### src/dfer_pkg.sv
package dfer_pkg;

  localparam int BLOCK_SAMPLES    = 512;
  localparam int DELAY_BLOCKS_MAX = 64;
  localparam int TAP_COUNT        = 8;
  localparam int LINE_DEPTH       = BLOCK_SAMPLES * DELAY_BLOCKS_MAX;
  localparam int PTR_W            = $clog2(LINE_DEPTH);
  localparam int SAMPLE_W         = 16;
  localparam int ECHO_W           = 24;
  localparam int COEF_W           = 8;
  localparam int DELAY_W          = 6;
  localparam int VOL_W            = 7;
  localparam int CFG_DATA_W       = 64;
  localparam int CFG_IDX_W        = 2;
  localparam int TAP_IDX_W        = $clog2(TAP_COUNT + 1);
  // product width: 24-bit operand by 8-bit operand
  localparam int PROD_W           = ECHO_W + COEF_W;
  localparam int ACC_W            = ECHO_W + 6;
  localparam int MULT_CNT_W       = $clog2(COEF_W + 1);

  localparam logic [CFG_IDX_W-1:0] REG_DELAY  = 2'd0;
  localparam logic [CFG_IDX_W-1:0] REG_COEF   = 2'd1;
  localparam logic [CFG_IDX_W-1:0] REG_GAIN   = 2'd2;
  localparam logic [CFG_IDX_W-1:0] REG_VOLUME = 2'd3;

  typedef enum logic [2:0] {
    ST_CLEAR,
    ST_IDLE,
    ST_READ,
    ST_TAP,
    ST_MIX,
    ST_OUT
  } state_t;

  // multiplier handshake
  typedef struct packed {
    logic start;
  } mul_ctl_t;

  typedef struct packed {
    logic done;
  } mul_sts_t;

endpackage

### src/dfer_mul.sv
// Serial signed multiplier: signed 24-bit multiplicand by signed 8-bit
// multiplier, one multiplier bit per cycle (shift-add, last bit subtracts).
module dfer_mul (
  input  logic                                         clk,
  input  logic                                         rst_n,
  input  dfer_pkg::mul_ctl_t                           ctl,
  input  logic signed [dfer_pkg::ECHO_W-1:0]           mcand,
  input  logic signed [dfer_pkg::COEF_W-1:0]           mplier,
  output dfer_pkg::mul_sts_t                           sts,
  output logic signed [dfer_pkg::PROD_W-1:0]           prod
);

  import dfer_pkg::*;

  logic [MULT_CNT_W-1:0]     cnt_r, cnt_nxt;
  logic                      busy_r, busy_nxt;
  logic [COEF_W-1:0]         bits_r, bits_nxt;
  logic signed [PROD_W-1:0]  acc_r, acc_nxt;
  logic signed [PROD_W-1:0]  shifted;
  logic signed [PROD_W-1:0]  term;
  logic                      done_r, done_nxt;

  // multiplicand shifted to the current bit weight
  assign shifted = PROD_W'(mcand) <<< cnt_r;
  assign term    = (cnt_r == MULT_CNT_W'(COEF_W - 1)) ? -shifted : shifted;

  always_comb begin
    cnt_nxt  = cnt_r;
    busy_nxt = busy_r;
    bits_nxt = bits_r;
    acc_nxt  = acc_r;
    done_nxt = 1'b0;
    if (ctl.start) begin
      cnt_nxt  = '0;
      busy_nxt = 1'b1;
      bits_nxt = mplier;
      acc_nxt  = '0;
    end else if (busy_r) begin
      if (bits_r[0]) begin
        acc_nxt = acc_r + term;
      end
      bits_nxt = bits_r >> 1;
      cnt_nxt  = cnt_r + 1'b1;
      if (cnt_r == MULT_CNT_W'(COEF_W - 1)) begin
        busy_nxt = 1'b0;
        done_nxt = 1'b1;
      end
    end
  end

  always_ff @(posedge clk) begin
    if (!rst_n) begin
      busy_r <= 1'b0;
      done_r <= 1'b0;
      cnt_r  <= '0;
    end else begin
      busy_r <= busy_nxt;
      done_r <= done_nxt;
      cnt_r  <= cnt_nxt;
    end
    bits_r <= bits_nxt;
    acc_r  <= acc_nxt;
  end

  assign sts.done = done_r;
  assign prod     = acc_r;

endmodule

### config.mk
export PLATFORM = sky130hd
export DESIGN_NAME = dfer_mul
export DESIGN_NICKNAME = d
export VERILOG_FILES = /design/src/dfer_pkg.sv /design/src/dfer_mul.sv
export SDC_FILE = /design/constraint.sdc
export NUM_CORES = 1
export LEC_CHECK = 0
export BUFFER_PORTS_ARGS = -buffer_cell sky130_fd_sc_hd__buf_2
export CORE_UTILIZATION = 37
export CTS_CLUSTER_DIAMETER = 200
export DETAILED_ROUTE_END_ITERATION = 12
export SLEW_MARGIN = 0
export SYNTH_ARGS = -nofsm -noshare
export SYNTH_HDL_FRONTEND = slang
export SYNTH_SLANG_ARGS = --single-unit
### constraint.sdc
create_clock -name clk -period 14.3 [get_ports clk]
set_input_delay 0.715 -clock clk [delete_from_list [all_inputs] [get_ports clk]]
set_output_delay 0.715 -clock clk [all_outputs]
set_load 0.005 [all_outputs]
== Word-level counts from Yosys, hierarchy flattened ==
Cells that the tools add are included.

* Input bits: 35
* Output and inout port bits: 33
* Word-level logic and storage cells: 23
* Register bits: 46

* Reduce and logical (&&, ||, !) cells: 4
* Add/sub/neg operators: 3
* Multiplexer cells: 7
* Shifts and indexed selects: 1
* Bitwise logic cells: 2
* Eq/ne operators: 1

{| class="wikitable"
|+ Operators with widths
! kind !! number
|-
| adder 32 bit || 1
|-
| two-way mux 32 bit || 1
|-
| negator 32 bit || 1
|-
| <<< shifter 24 x 4 -> 32 bit || 1
|-
| two-way mux 8 bit || 2
|-
| adder 4 x 1 -> 4 bit (second input constant) || 1
|-
| equality test 4 x 3 -> 1 bit (second input constant) || 1
|-
| two-way mux 1 bit || 4
|-
| OR reduction 3 bit || 1
|-
| NOT 1 bit || 2
|-
| AND reduction 2 bit || 1
|-
| nonzero test 2 bit || 1
|-
| OR reduction 2 bit || 1
|}

== Longest topological paths before layout ==
Gate-level depths: netlist of run 1.

* Depth in word-level cells: 4
* Mapped depth: 22

== Least setup slack after synthesis of run 1 ==
Ideal clock, no wire load.

* Path kind: input -> register
* Start: in mcand[1] (netlist name)
* End: reg acc_r[29], in the netlist prod[29]
* Arrival: 4761 ps
* Library setup time: 74 ps
* Cell stages on the path: 18
* Slack: 9465 ps
* Buffers on the path: 1
* Cells stage by stage: clkbuf_1 -> a2111oi_0 -> o22ai_1 -> o21ai_1 -> o211ai_1 -> or3_1 -> o31ai_1 -> xnor2_1 -> ha_1 -> a21oi_1 -> o21ai_0 -> a211oi_1 -> o221ai_1 -> or2_2 -> a31oi_1 -> nor4b_1 -> or4_1 -> a31oi_1

* Longest elaborated chain between the ends: 4

{| class="wikitable"
|+ Ends and longest elaborated chain
! element !! RTL line !! RTL
|-
| start: declaration || dfer_mul.sv:7 || <nowiki>input logic signed [dfer_pkg::ECHO_W-1:0] mcand,</nowiki>
|-
| <<< shifter 24 x 4 -> 32 bit * || dfer_mul.sv:24 || <nowiki>assign shifted = PROD_W'(mcand) <<< cnt_r;</nowiki>
|-
| negator 32 bit || dfer_mul.sv:25 || <nowiki>assign term = (cnt_r == MULT_CNT_W'(COEF_W - 1)) ? -shifted : shifted;</nowiki>
|-
| two-way mux 32 bit * || dfer_mul.sv:25 ||
|-
| adder 32 bit * || dfer_mul.sv:40 || <nowiki>acc_nxt = acc_r + term;</nowiki>
|-
| end signal: assignment || dfer_mul.sv:62 || <nowiki>acc_r <= acc_nxt;</nowiki>
|-
| end: declaration || dfer_mul.sv:18 || <nowiki>logic signed [PROD_W-1:0] acc_r, acc_nxt;</nowiki>
|}

Mark *: on every way between the ends. The rest lies on a longest branch, timed or not.
A chain may end at the register's enable or synchronous reset.

== Worst setup path in the final report of run 1 ==
* Start: reg cnt_r[3]
* End: reg acc_r[29], in the netlist prod[29]

* Longest elaborated chain between the ends: 4

{| class="wikitable"
|+ Ends and longest elaborated chain
! element !! RTL line !! RTL
|-
| start: declaration || dfer_mul.sv:15 || <nowiki>logic [MULT_CNT_W-1:0] cnt_r, cnt_nxt;</nowiki>
|-
| start signal: assignment || dfer_mul.sv:59 || <nowiki>cnt_r <= cnt_nxt;</nowiki>
|-
| <<< shifter 24 x 4 -> 32 bit || dfer_mul.sv:24 ||
|-
| negator 32 bit || dfer_mul.sv:25 ||
|-
| two-way mux 32 bit * || dfer_mul.sv:25 ||
|-
| adder 32 bit * || dfer_mul.sv:40 ||
|}

Marked as above.

==> results.md, run 1 <==
- ANT cells: 0
- CP max FO: between 40 and 50
- CTS tree: built
- Initial antenna violation count: 0
- Post-Syn Area: 5900 sq um
- Clk buf depth: 2
- Crit. End Element: flop
- Final non-filler cell area: 6460 sq um
- Post-route ant nets: 0
- HP Class: reg -> reg
- Clock skew: roughly 0.011 ns
- Seq/Total Area, Yosys: ~17%
- Vias: 5528
- Mean Syn Cell Area: 8.13 sq um
- Drt initial violations: 489
- Cts repair resizes: 0
- Grt ovf: 0
- Unrepaired setup endpoints after global routing: no
- Setup bufs post-CTS: 0
- Critical path required time: 14.52 ns
- Ratio of cells with drive above 1 in the final layout: 18.6%
- CTS clk-pin slew, worst paths: 0.07 ns
- Placer Congestion: 0.866
- GR Layer Usage met1: 31.4%
- Part of the cycle the worst path needs: 38.6%
- Site Rows: between 40 and 50
- Placed insts: 961
- Fin nets: 833
- Synth cell types: 70
- GR Util met3: ~1.7%
- Worst Tran Pin Value: 0.986 ns
- Sink Count: 46
- Crit-path cells: inv_1 -> nand3_1 -> ha_1 -> o211ai_1 -> or3_1 -> o31ai_1 -> xnor2_1 -> ha_1 -> a21oi_1 -> o21ai_0 -> a211oi_1 -> o221ai_1 -> or2_2 -> a31oi_1 -> nor4b_1 -> or4_1 -> a31oi_1
- Drt drc: 0
- Global-route wire length before repair: 26.3 mm
- Max-cap violation count: 0
- Worst Path Buf+Inv: 1
- Leakage: 2.69 nW
- Synth top area share: 12.9%
- Post-DP Area: 6290 sq um
- CP Launch Type: flop
- H-tree depth: 2
- YS warnings: 0
- Die H: 128 um
- Finished Layout Cells: 969
- Largest area contributor in the netlist: dfxtp_1
- Syn nets: 801
- Filler cells: 1571
- Die width: around 130 um
- Fmax: approximately 180 MHz
- Total power: 0.455 mW
- Largest stage delay on the critical path: 0.97 ns
- Gr usage total: 19.7%
- Setup violations, final: 0
- Worst Path Class, Setup: reg -> reg
- Hpwl dp: 12.0 mm
- Hold_ws: 0.477 ns
- Synth Flop Type: dfxtp_1
- Pre-antenna DRT Iters: 5
- Post-Place Worst Slack: 8.83 ns
- Total CTS buffers: 5
- CP arrival: 5.74 ns
- Total Neg Setup Slack: 0 ns
- Final WS setup: 8.77 ns
- Synth Register Bits: 46
- Largest delay share family, worst path: simple AND/OR/NAND/NOR gates
- Final Hold Fails: 0
- Hold Buf Count CTS: 0
- Status: complete, no violations
- Final WL: 15.8 mm
- Power per cell area: 70.5 nW/um^2
- Met2 usage: 28.7%
- Vias in the first global route: 4933
- GRT busiest layer: met1
- Layout Utilization: 42.0%
- # port buffers: 67
- I/O pins: 68
- Worst path slowest cell: dfxtp_2
- Slew Viols, Final: 0
- Relative slew slack: between 30% and 40%
- Async SR Flop Fraction: 0%
- CTS root buffer: clkbuf_16
- Wirelength per Cell: about 16 um
- Syn Inst Count: just over 700
- EDFF count, synth: 8
- VDD IR-drop max: a little over 0.00004 V
- Die footprint: 16400 sq um
- Fin crit period: 5.53 ns
- Synthesis-to-layout area growth: 9.55%
- Core area: about 15000 sq um
- Largest net degree at the start of global routing: 57
- Vias per cell: 5.70
- Starting Density: between 30% and 40%
- Clk_lat worst skew: 0.29 ns
- Area contributors post-synth: dfxtp_1 (13%), mux4_2 (11%), ha_1 (8.5%)
[power breakdown]
part           switching, mW  total [mW]  internal, mW
sequential           0.00834       0.150         0.142
clock                 0.0527       0.135        0.0827
combinational         0.0969       0.170        0.0726
total                  0.158       0.455         0.297
[Yosys cell counts, types with 5 or more instances]
master and instances:
edfxtp_1 8, a31oi_1 10, buf_6 5, buf_1 9
and2_1 8, xnor2_1 33, buf_2 6, mux2_2 19
a211oi_1 14, nand4_1 9, nand2_1 91, ha_1 40
o21bai_1 9, nor2_1 58, and3_1 5, o211ai_1 6
o31ai_1 9, o21ai_0 28, nor3_1 17, nand3_1 15
dfxtp_1 38, inv_1 19, a21oi_1 70, mux2i_1 29
or3_1 5, xor2_1 18, clkbuf_1 23, a21o_1 20
mux4_2 28
[cells by family after synthesis]
group | after synthesis | synth area share, %
buffers and inverters | 68 | 5.48
XOR/XNOR | 51 | 7.58
AO/OA/AOI/OAI | 203 | 22.1
adder cells (fa/ha/maj) | 41 | 8.83
flip-flops | 46 | 17.0
multiplexers | 81 | 20.5
AND/OR/NAND/NOR | 235 | 18.6
[per-layer routing]
| metal | vias to the layer above | part of all wire, % |
|---|---|---|
| met5 | - | 0 |
| met4 | 0 | 1.0 |
| met3 | 11 | 4.7 |
| met2 | 165 | 42 |
| met1 | 2595 | 52 |
| li1 | 2757 | - |
[area by class of cell]
type / instances / area (sq um) / area share (%)
flip-flops and latches: 46 / 1000 / 15.6
well taps: 211 / 264 / 4.09
inverters: 21 / 78.8 / 1.22
clock inverters: 2 / 37.5 / 0.581
clock buffers: 6 / 129 / 2.00
multi-input cells: 611 / 4570 / 70.8
repair buffers: 72 / 373 / 5.77
[tightest hold or removal path, stage by stage (launching register included)]
cell and delay (ns):
dfxtp_1 0.32, nand2_1 0.06, a21oi_1 0.05
[placed cells by master (no fill, tap or decap), types with 20 or more instances in the layout]
cell type   n
a21o_1     20
a21oi_1    70
buf_2      67
dfxtp_1    35
ha_1       40
mux2i_1    29
mux4_2     28
nand2_1    91
nor2_1     58
o21ai_0    28
xnor2_1    33
[registers in the layout, indices dropped and copies added (netlist names)]
register  cells
sts           1
cnt_r         4
bits_r        8
prod         32
busy_r        1
[path summary, 6_finish.rpt]
kind | start | end | slack, ns | cells after the start
max | cnt_r[3]$_SDFFE_PP0P_ | prod[29]$_SDFFE_PP0P_ | 8.77 | 17
min | prod[15]$_SDFFE_PP0P_ | prod[15]$_SDFFE_PP0P_ | 0.48 | 2
max reg2reg | cnt_r[3]$_SDFFE_PP0P_ | prod[29]$_SDFFE_PP0P_ | 8.77 | 17
min reg2reg | prod[15]$_SDFFE_PP0P_ | prod[15]$_SDFFE_PP0P_ | 0.48 | 2
No activity file was read; power rests on OpenSTA's default activity.
==> run 2, diff against run 1 <==
- clock period: 14.3 -> 5.5 ns (I/O delays scaled with it)
==> run 2 against run 1 <==
Wire length about the same. Count of clock-buffer cells in the layout increased by 1. Critical path type unchanged. Non-clock buffer count increased by 13. Sequential power increased to 2.6 times the previous value. Via count decreased by 0.62%. Final cell count increased by 1.3%.
==> results.md, run 2 (synthesized netlist as in run 1, its figures left out) <==
- Most common cell after layout, fill and taps aside: nand2_1
- CP Launch Type: flop
- Post-route ant nets: 0 (unchanged)
- Fmax: 200 MHz (+10%)
- Largest net degree at the start of global routing: 42 (-26%)
- Hold Buf Count CTS: 0 (unchanged)
- Crit. End Element: flop
- Filler cells: 1561 (-0.64%)
- Largest stage delay on the critical path: 0.57 ns (-0.40 ns)
- I/O pins: 68 (unchanged)
- Switching Share: 34.6% (-0.070 points)
- H-tree depth: 2 (unchanged)
- Critical path required time: 5.68 ns (-8.84 ns)
- CP max FO: 28 (-43%)
- Internal Pwr Total: 0.776 mW (+160%)
- CP arrival: 5.19 ns (-0.55 ns)
- ANT cells: 0 (unchanged)
- CTS root buffer: clkbuf_16
- Sequential power share: 33.2% (+0.2 points)
- Global-route wire length before repair: 25.8 mm (-2.1%)
- CTS clk-pin slew, worst paths: 0.07 ns (about the same)
- Sink Count: 46 (unchanged)
- Site Rows: 45 (unchanged)
- Power per cell area: 181 nW/um^2 (+160%)
- Slew Viols, Final: 0 (unchanged)
- Vias in the first global route: 4942 (+0.18%)
- Most frequent cells in the layout: nand2_1 (91), a21oi_1 (70), buf_2 (67)
- # port buffers: 67 (unchanged)
- Clock power frac: 29.7% (about the same)
- Fin crit period: 5.01 ns (-0.514 ns)
- Crit-path cells: buf_4 -> mux4_2 -> mux2i_1 -> mux2_2 -> nand2_1 -> and2b_1 -> nand2_1 -> o31ai_1 -> xor2_1 -> ha_1 -> a21o_1 -> a21o_1 -> a221o_1 -> inv_1 -> a211oi_1 -> or3_1 -> mux2i_1 -> mux2_1
- Fin nets: 846 (+1.6%)
- Combinational Power Share: 37.0% (-0.2 points)
- Starting Density: 38.4% (unchanged)
- Switching Power: 0.411 mW (+160%)
- Pre-antenna DRT Iters: 4 (-1)
- Worst Tran Pin Value: 0.800 ns (-0.186 ns)
- Total power: 1.19 mW (+160%)
- Total Neg Setup Slack: 0 ns (unchanged)
- Worst Path Class, Setup: reg -> reg
- Max-cap violation count: 0 (unchanged)
- Drt initial violations: 406 (-17%)
- Die H: 128 um (unchanged)
- Final WL: 15.8 mm (about the same)
- Relative slew slack: 46.7% (+12 points)
- Clk buf depth: 2 (unchanged)
- Clock skew: 0.0110 ns (+0.000468 ns)
- HP Class: in -> reg
- Final Hold Fails: 0 (unchanged)
- Core area: 15400 sq um (unchanged)
- Total CTS buffers: 5 (unchanged)
- CTS tree: built
- Synthesis-to-layout area growth: 11.3%
- Vias per cell: 5.59 (-1.9%)
- Vias: 5494 (-0.62%)
- Die footprint: 16400 sq um (unchanged)
- Finished Layout Cells: 982 (+1.3%)
- Placer Congestion: 0.861 (-0.58%)
- Die width: 128 um (unchanged)
- Drt drc: 0 (unchanged)
- Gr usage total: 19.3% (-0.43 points)
- Initial antenna violation count: 0 (unchanged)
- VDD IR-drop max: 0.0000950 V (+130%)
- Wirelength per Cell: 16.1 um (-1.3%)
- Setup violations, final: 0 (unchanged)
- Worst path slowest cell: dfxtp_4
- Leakage: 2.76 nW (+2.5%)
- Max FFs per register: 32 (unchanged)
- Clk_lat worst skew: 0.29 ns (about the same)
- Hpwl dp: 12.3 mm (+2.5%)
- Status: complete, no violations
- Ratio of cells with drive above 1 in the final layout: 20.0% (+1.4 points)
- Unrepaired setup endpoints after global routing: no
- Placed insts: 974 (+1.4%)
- Part of the cycle the worst path needs: 91.1% (+52 points)
- Grt ovf: 0 (unchanged)
run 2: layer usage:
metal	GRT usage, %	share of wire (%)	up-vias	wire length, um
li1	-	-	2790	-
met1	29.3	53	2576	8400
met2	29.6	43	121	6780
met3	1.75	3.5	7	562
met4	3.60	0.66	0	105
met5	0	0	-	0
run 2: metrics by stage:
step,setup WS [ns],util [%],instance area (sq um),hold WS [ns]
finish,0.489,42.7,6560,0.212
global route,0.0639,42.7,6560,0.222
CTS,0.292,42.6,6550,0.206
detailed placement,0.317,41.6,6390,0.474
global placement,0.237,41.6,6390,0.465
floorplan,0.793,-,5900,0.397
run 2: critical path, delay by kind of cell (launching register included):
| family | cells | cell delay [ns] |
|---|---|---|
| multiplexers | 5 | 1.44 |
| AO/OA/AOI/OAI | 5 | 1.09 |
| AND/OR/NAND/NOR | 4 | 0.81 |
| flip-flops | 1 | 0.57 |
| buffers and inverters | 2 | 0.43 |
| adder cells (fa/ha/maj) | 1 | 0.32 |
| XOR/XNOR | 1 | 0.24 |
run 2: cell type report:
cell class,instances,area (sq um),share of cell area (%)
multi-input cells,611,4580,69.7
flip-flops and latches,46,1010,15.4
repair buffers,85,470,7.17
well taps,211,264,4.02
clock buffers,7,133,2.02
inverters,21,78.8,1.20
clock inverters,1,30.0,0.458
run 2: worst paths after layout:
| kind | from | to | slack (ns) | cells after the start |
|---|---|---|---|---|
| max | cnt_r[1]$_SDFFE_PP0P_ | prod[31]$_SDFFE_PP0P_ | 0.49 | 18 |
| min | rst_n | busy_r$_SDFF_PN0_ | 0.21 | 2 |
| max reg2reg | cnt_r[1]$_SDFFE_PP0P_ | prod[31]$_SDFFE_PP0P_ | 0.49 | 18 |
| min reg2reg | prod[6]$_SDFFE_PP0P_ | prod[6]$_SDFFE_PP0P_ | 0.48 | 2 |
run 2: timing repair:
action / CTS / global route
gates resized for setup: 0 / 3
setup endpoints to repair: 0 / 4
setup buffers: 0 / 0
run 2: power groups by stage:
stage	clock [mW]	sequential (mW)	combinational (mW)
after floorplan	0	0.394	0.324
after global placement	0	0.403	0.435
after detailed placement	0	0.403	0.435
after CTS	0.357	0.395	0.438
after global routing	0.372	0.398	0.489
final	0.352	0.394	0.440
==> run 3, diff against run 2 <==
- REMOVE_ABC_BUFFERS: not set -> 1
==> run 3 against run 2 <==
Combinational power about the same. Via count up 2.8%. Wire length increased by 0.44%. Worst hold slack worse by 0.024 ns. Clock skew grew 0.0021 ns. Final cell count is the same. Count of clock-buffer cells in the layout down 2. Sequential share of layout area down 0.14 points. Flip-flop and latch count unchanged. Worst setup slack lost 0.019 ns. Largest cell class unchanged.
==> results.md, run 3 (synthesized netlist as in run 1, its figures left out) <==
- Grt ovf: 0 (unchanged)
- I/O pins: 68 (unchanged)
- Final WL: 15.9 mm (+0.44%)
- Initial antenna violation count: 0 (unchanged)
- Sink Count: 46 (unchanged)
- Fmax: 199 MHz (-0.38%)
- Clk buf depth: 2 (unchanged)
- Part of the cycle the worst path needs: 91.5% (+0.35 points)
- # port buffers: 67 (unchanged)
- Total CTS buffers: 5 (unchanged)
- Site Rows: 45 (unchanged)
- Synthesis-to-layout area growth: 12.0%
- Clock skew: 0.0130 ns (+0.00205 ns)
- Drt initial violations: 437 (+7.6%)
- Crit. End Element: flop
- CP arrival: 5.22 ns (+0.03 ns)
- CP Launch Type: flop
- Ratio of cells with drive above 1 in the final layout: 20.2% (+0.26 points)
- Most common cell after layout, fill and taps aside: nand2_1
- Gr usage total: 19.8% (+0.49 points)
- Crit path capture: prod[31]$_SDFFE_PP0P_
- Hpwl dp: 12.1 mm (-1.7%)
- Fin crit period: 5.03 ns (+0.0191 ns)
- Core area: 15400 sq um (unchanged)
- Clk_lat worst skew: 0.31 ns (+0.02 ns)
- CTS clk-pin slew, worst paths: 0.07 ns (about the same)
- ANT cells: 0 (unchanged)
- Crit path launch: cnt_r[1]$_SDFFE_PP0P_
- Status: complete, no violations
- CTS root buffer: clkbuf_16
- Wirelength per Cell: 16.2 um (+0.44%)
- Die footprint: 16400 sq um (unchanged)
- Max FFs per register: 32 (unchanged)
- End of the worst register-to-register path: prod[31]$_SDFFE_PP0P_
- CTS tree: built
- Filler cells: 1560 (-0.064%)
- Vias in the first global route: 5170 (+4.6%)
- HP Class: in -> reg
- H-tree depth: 2 (unchanged)
- Drt drc: 0 (unchanged)
- Setup violations, final: 0 (unchanged)
- Critical path required time: 5.69 ns (about the same)
- R2r setup slk: 0.47 ns (-0.02 ns)
- VDD IR-drop max: 0.000108 V (+14%)
- Worst Tran Pin Value: 0.667 ns (-0.133 ns)
- Setup bufs post-CTS: 0 (unchanged)
- Most frequent cells in the layout: nand2_1 (91), a21oi_1 (70), buf_2 (67)
- Power per cell area: 188 nW/um^2 (+4.2%)
- Slew Viols, Final: 0 (unchanged)
- Unrepaired setup endpoints after global routing: no
- Placer Congestion: 0.888 (+3.2%)
- Leakage: 2.78 nW (+0.58%)
- Vias per cell: 5.75 (+2.8%)
- Worst Reg-to-Reg Cells: 18 (unchanged)
- Starting Density: 38.4% (unchanged)
- Final Hold Fails: 0 (unchanged)
- Die H: 128 um (unchanged)
- Hold Buf Count CTS: 0 (unchanged)
- Total power: 1.24 mW (+4.9%)
- Hold_ws: 0.187 ns (-0.0244 ns)
- Die width: 128 um (unchanged)
- Max-cap violation count: 0 (unchanged)
- Fin nets: 846 (unchanged)
- Relative slew slack: 55.2% (+8.5 points)
- Post-route ant nets: 0 (unchanged)
- CP max FO: 13 (-54%)
- Vias: 5647 (+2.8%)
- Pre-antenna DRT Iters: 5 (+1)
- Global-route wire length before repair: 26.3 mm (+2.0%)
- FF-to-FF Start: cnt_r[1]$_SDFFE_PP0P_
- Worst Path Class, Setup: reg -> reg
- Largest net degree at the start of global routing: 42 (unchanged)
run 3: changes by cell type in the layout (fill, tap and decap cells not counted):
cell,before,now
a211oi_2,0,1
clkbuf_1,2,0
bufinv_16,1,2
dfxtp_2,1,2
dfxtp_4,2,1
mux2i_2,1,0
clkinv_4,0,1
a211oi_1,14,13
buf_12,0,1
buf_4,18,17
mux2i_1,28,29
run 3: timing repair:
action | CTS | global route
gates resized for setup | 0 | 2
setup endpoints to repair | 0 | 2
hold endpoints to repair | 0 | 0
run 3: final cells by class:
cell class / count / area (sq um) / area share [%]
tap: 211 / 264 / 4.00
clock buffer: 5 / 125 / 1.89
sequential: 46 / 1010 / 15.3
multi-input combinational: 611 / 4580 / 69.3
timing repair buffer: 85 / 483 / 7.31
clock inverter: 3 / 68.8 / 1.04
inverter: 21 / 78.8 / 1.19
run 3: worst max-delay path, stage by stage, from the launching register on:
cell and delay, ns:
dfxtp_4 0.46, buf_4 0.22, mux2_1 0.35, mux4_2 0.50, mux2i_1 0.29, nand2_1 0.18, and2b_1 0.25, nand2_1 0.12
o31ai_1 0.33, xor2_1 0.22, ha_1 0.31, a21o_1 0.17, a21o_1 0.19, a221o_1 0.34, inv_1 0.07, a211oi_1 0.07
or3_1 0.35, mux2i_1 0.16, mux2_1 0.33
run 3: metal layers:
metal	GRT usage [%]	share of wire [%]	vias up
li1	-	-	2783
met1	28.4	49	2683
met2	30.6	44	164
met3	3.09	5.3	17
met4	5.40	1.6	0
met5	0	0	-
run 3: through the flow:
step	utilization, %	instances	TNS [ns]	setup WS [ns]	cell area (sq um)
floorplan	-	678	-0.468	-0.232	5650
global placement	41.7	974	0	0.472	6400
detailed placement	41.7	974	0	0.415	6400
CTS	42.9	982	0	0.380	6600
global route	43.0	982	0	0.0721	6600
finish	43.0	982	0	0.469	6600
run 3: worst min path at each step:
stage	from	end	slack (ns)	cells past startpoint
CTS	rst_n	busy_r$_SDFF_PN0_	0.18	2
global placement	prod[0]$_SDFFE_PP0P_	prod[0]$_SDFFE_PP0P_	0.47	2
global route	rst_n	busy_r$_SDFF_PN0_	0.19	2
detailed placement	prod[7]$_SDFFE_PP0P_	prod[7]$_SDFFE_PP0P_	0.47	2
floorplan	ctl	prod[0]$_SDFFE_PP0P_	0.34	1
finish	rst_n	busy_r$_SDFF_PN0_	0.19	2
run 3: power breakdown:
group | leakage, nW | total [mW] | internal (mW) | switching, mW
Sequential | 0.393 | 0.392 | 0.369 | 0.0236
Clock | 0.0940 | 0.410 | 0.262 | 0.149
Combinational | 2.29 | 0.442 | 0.191 | 0.250
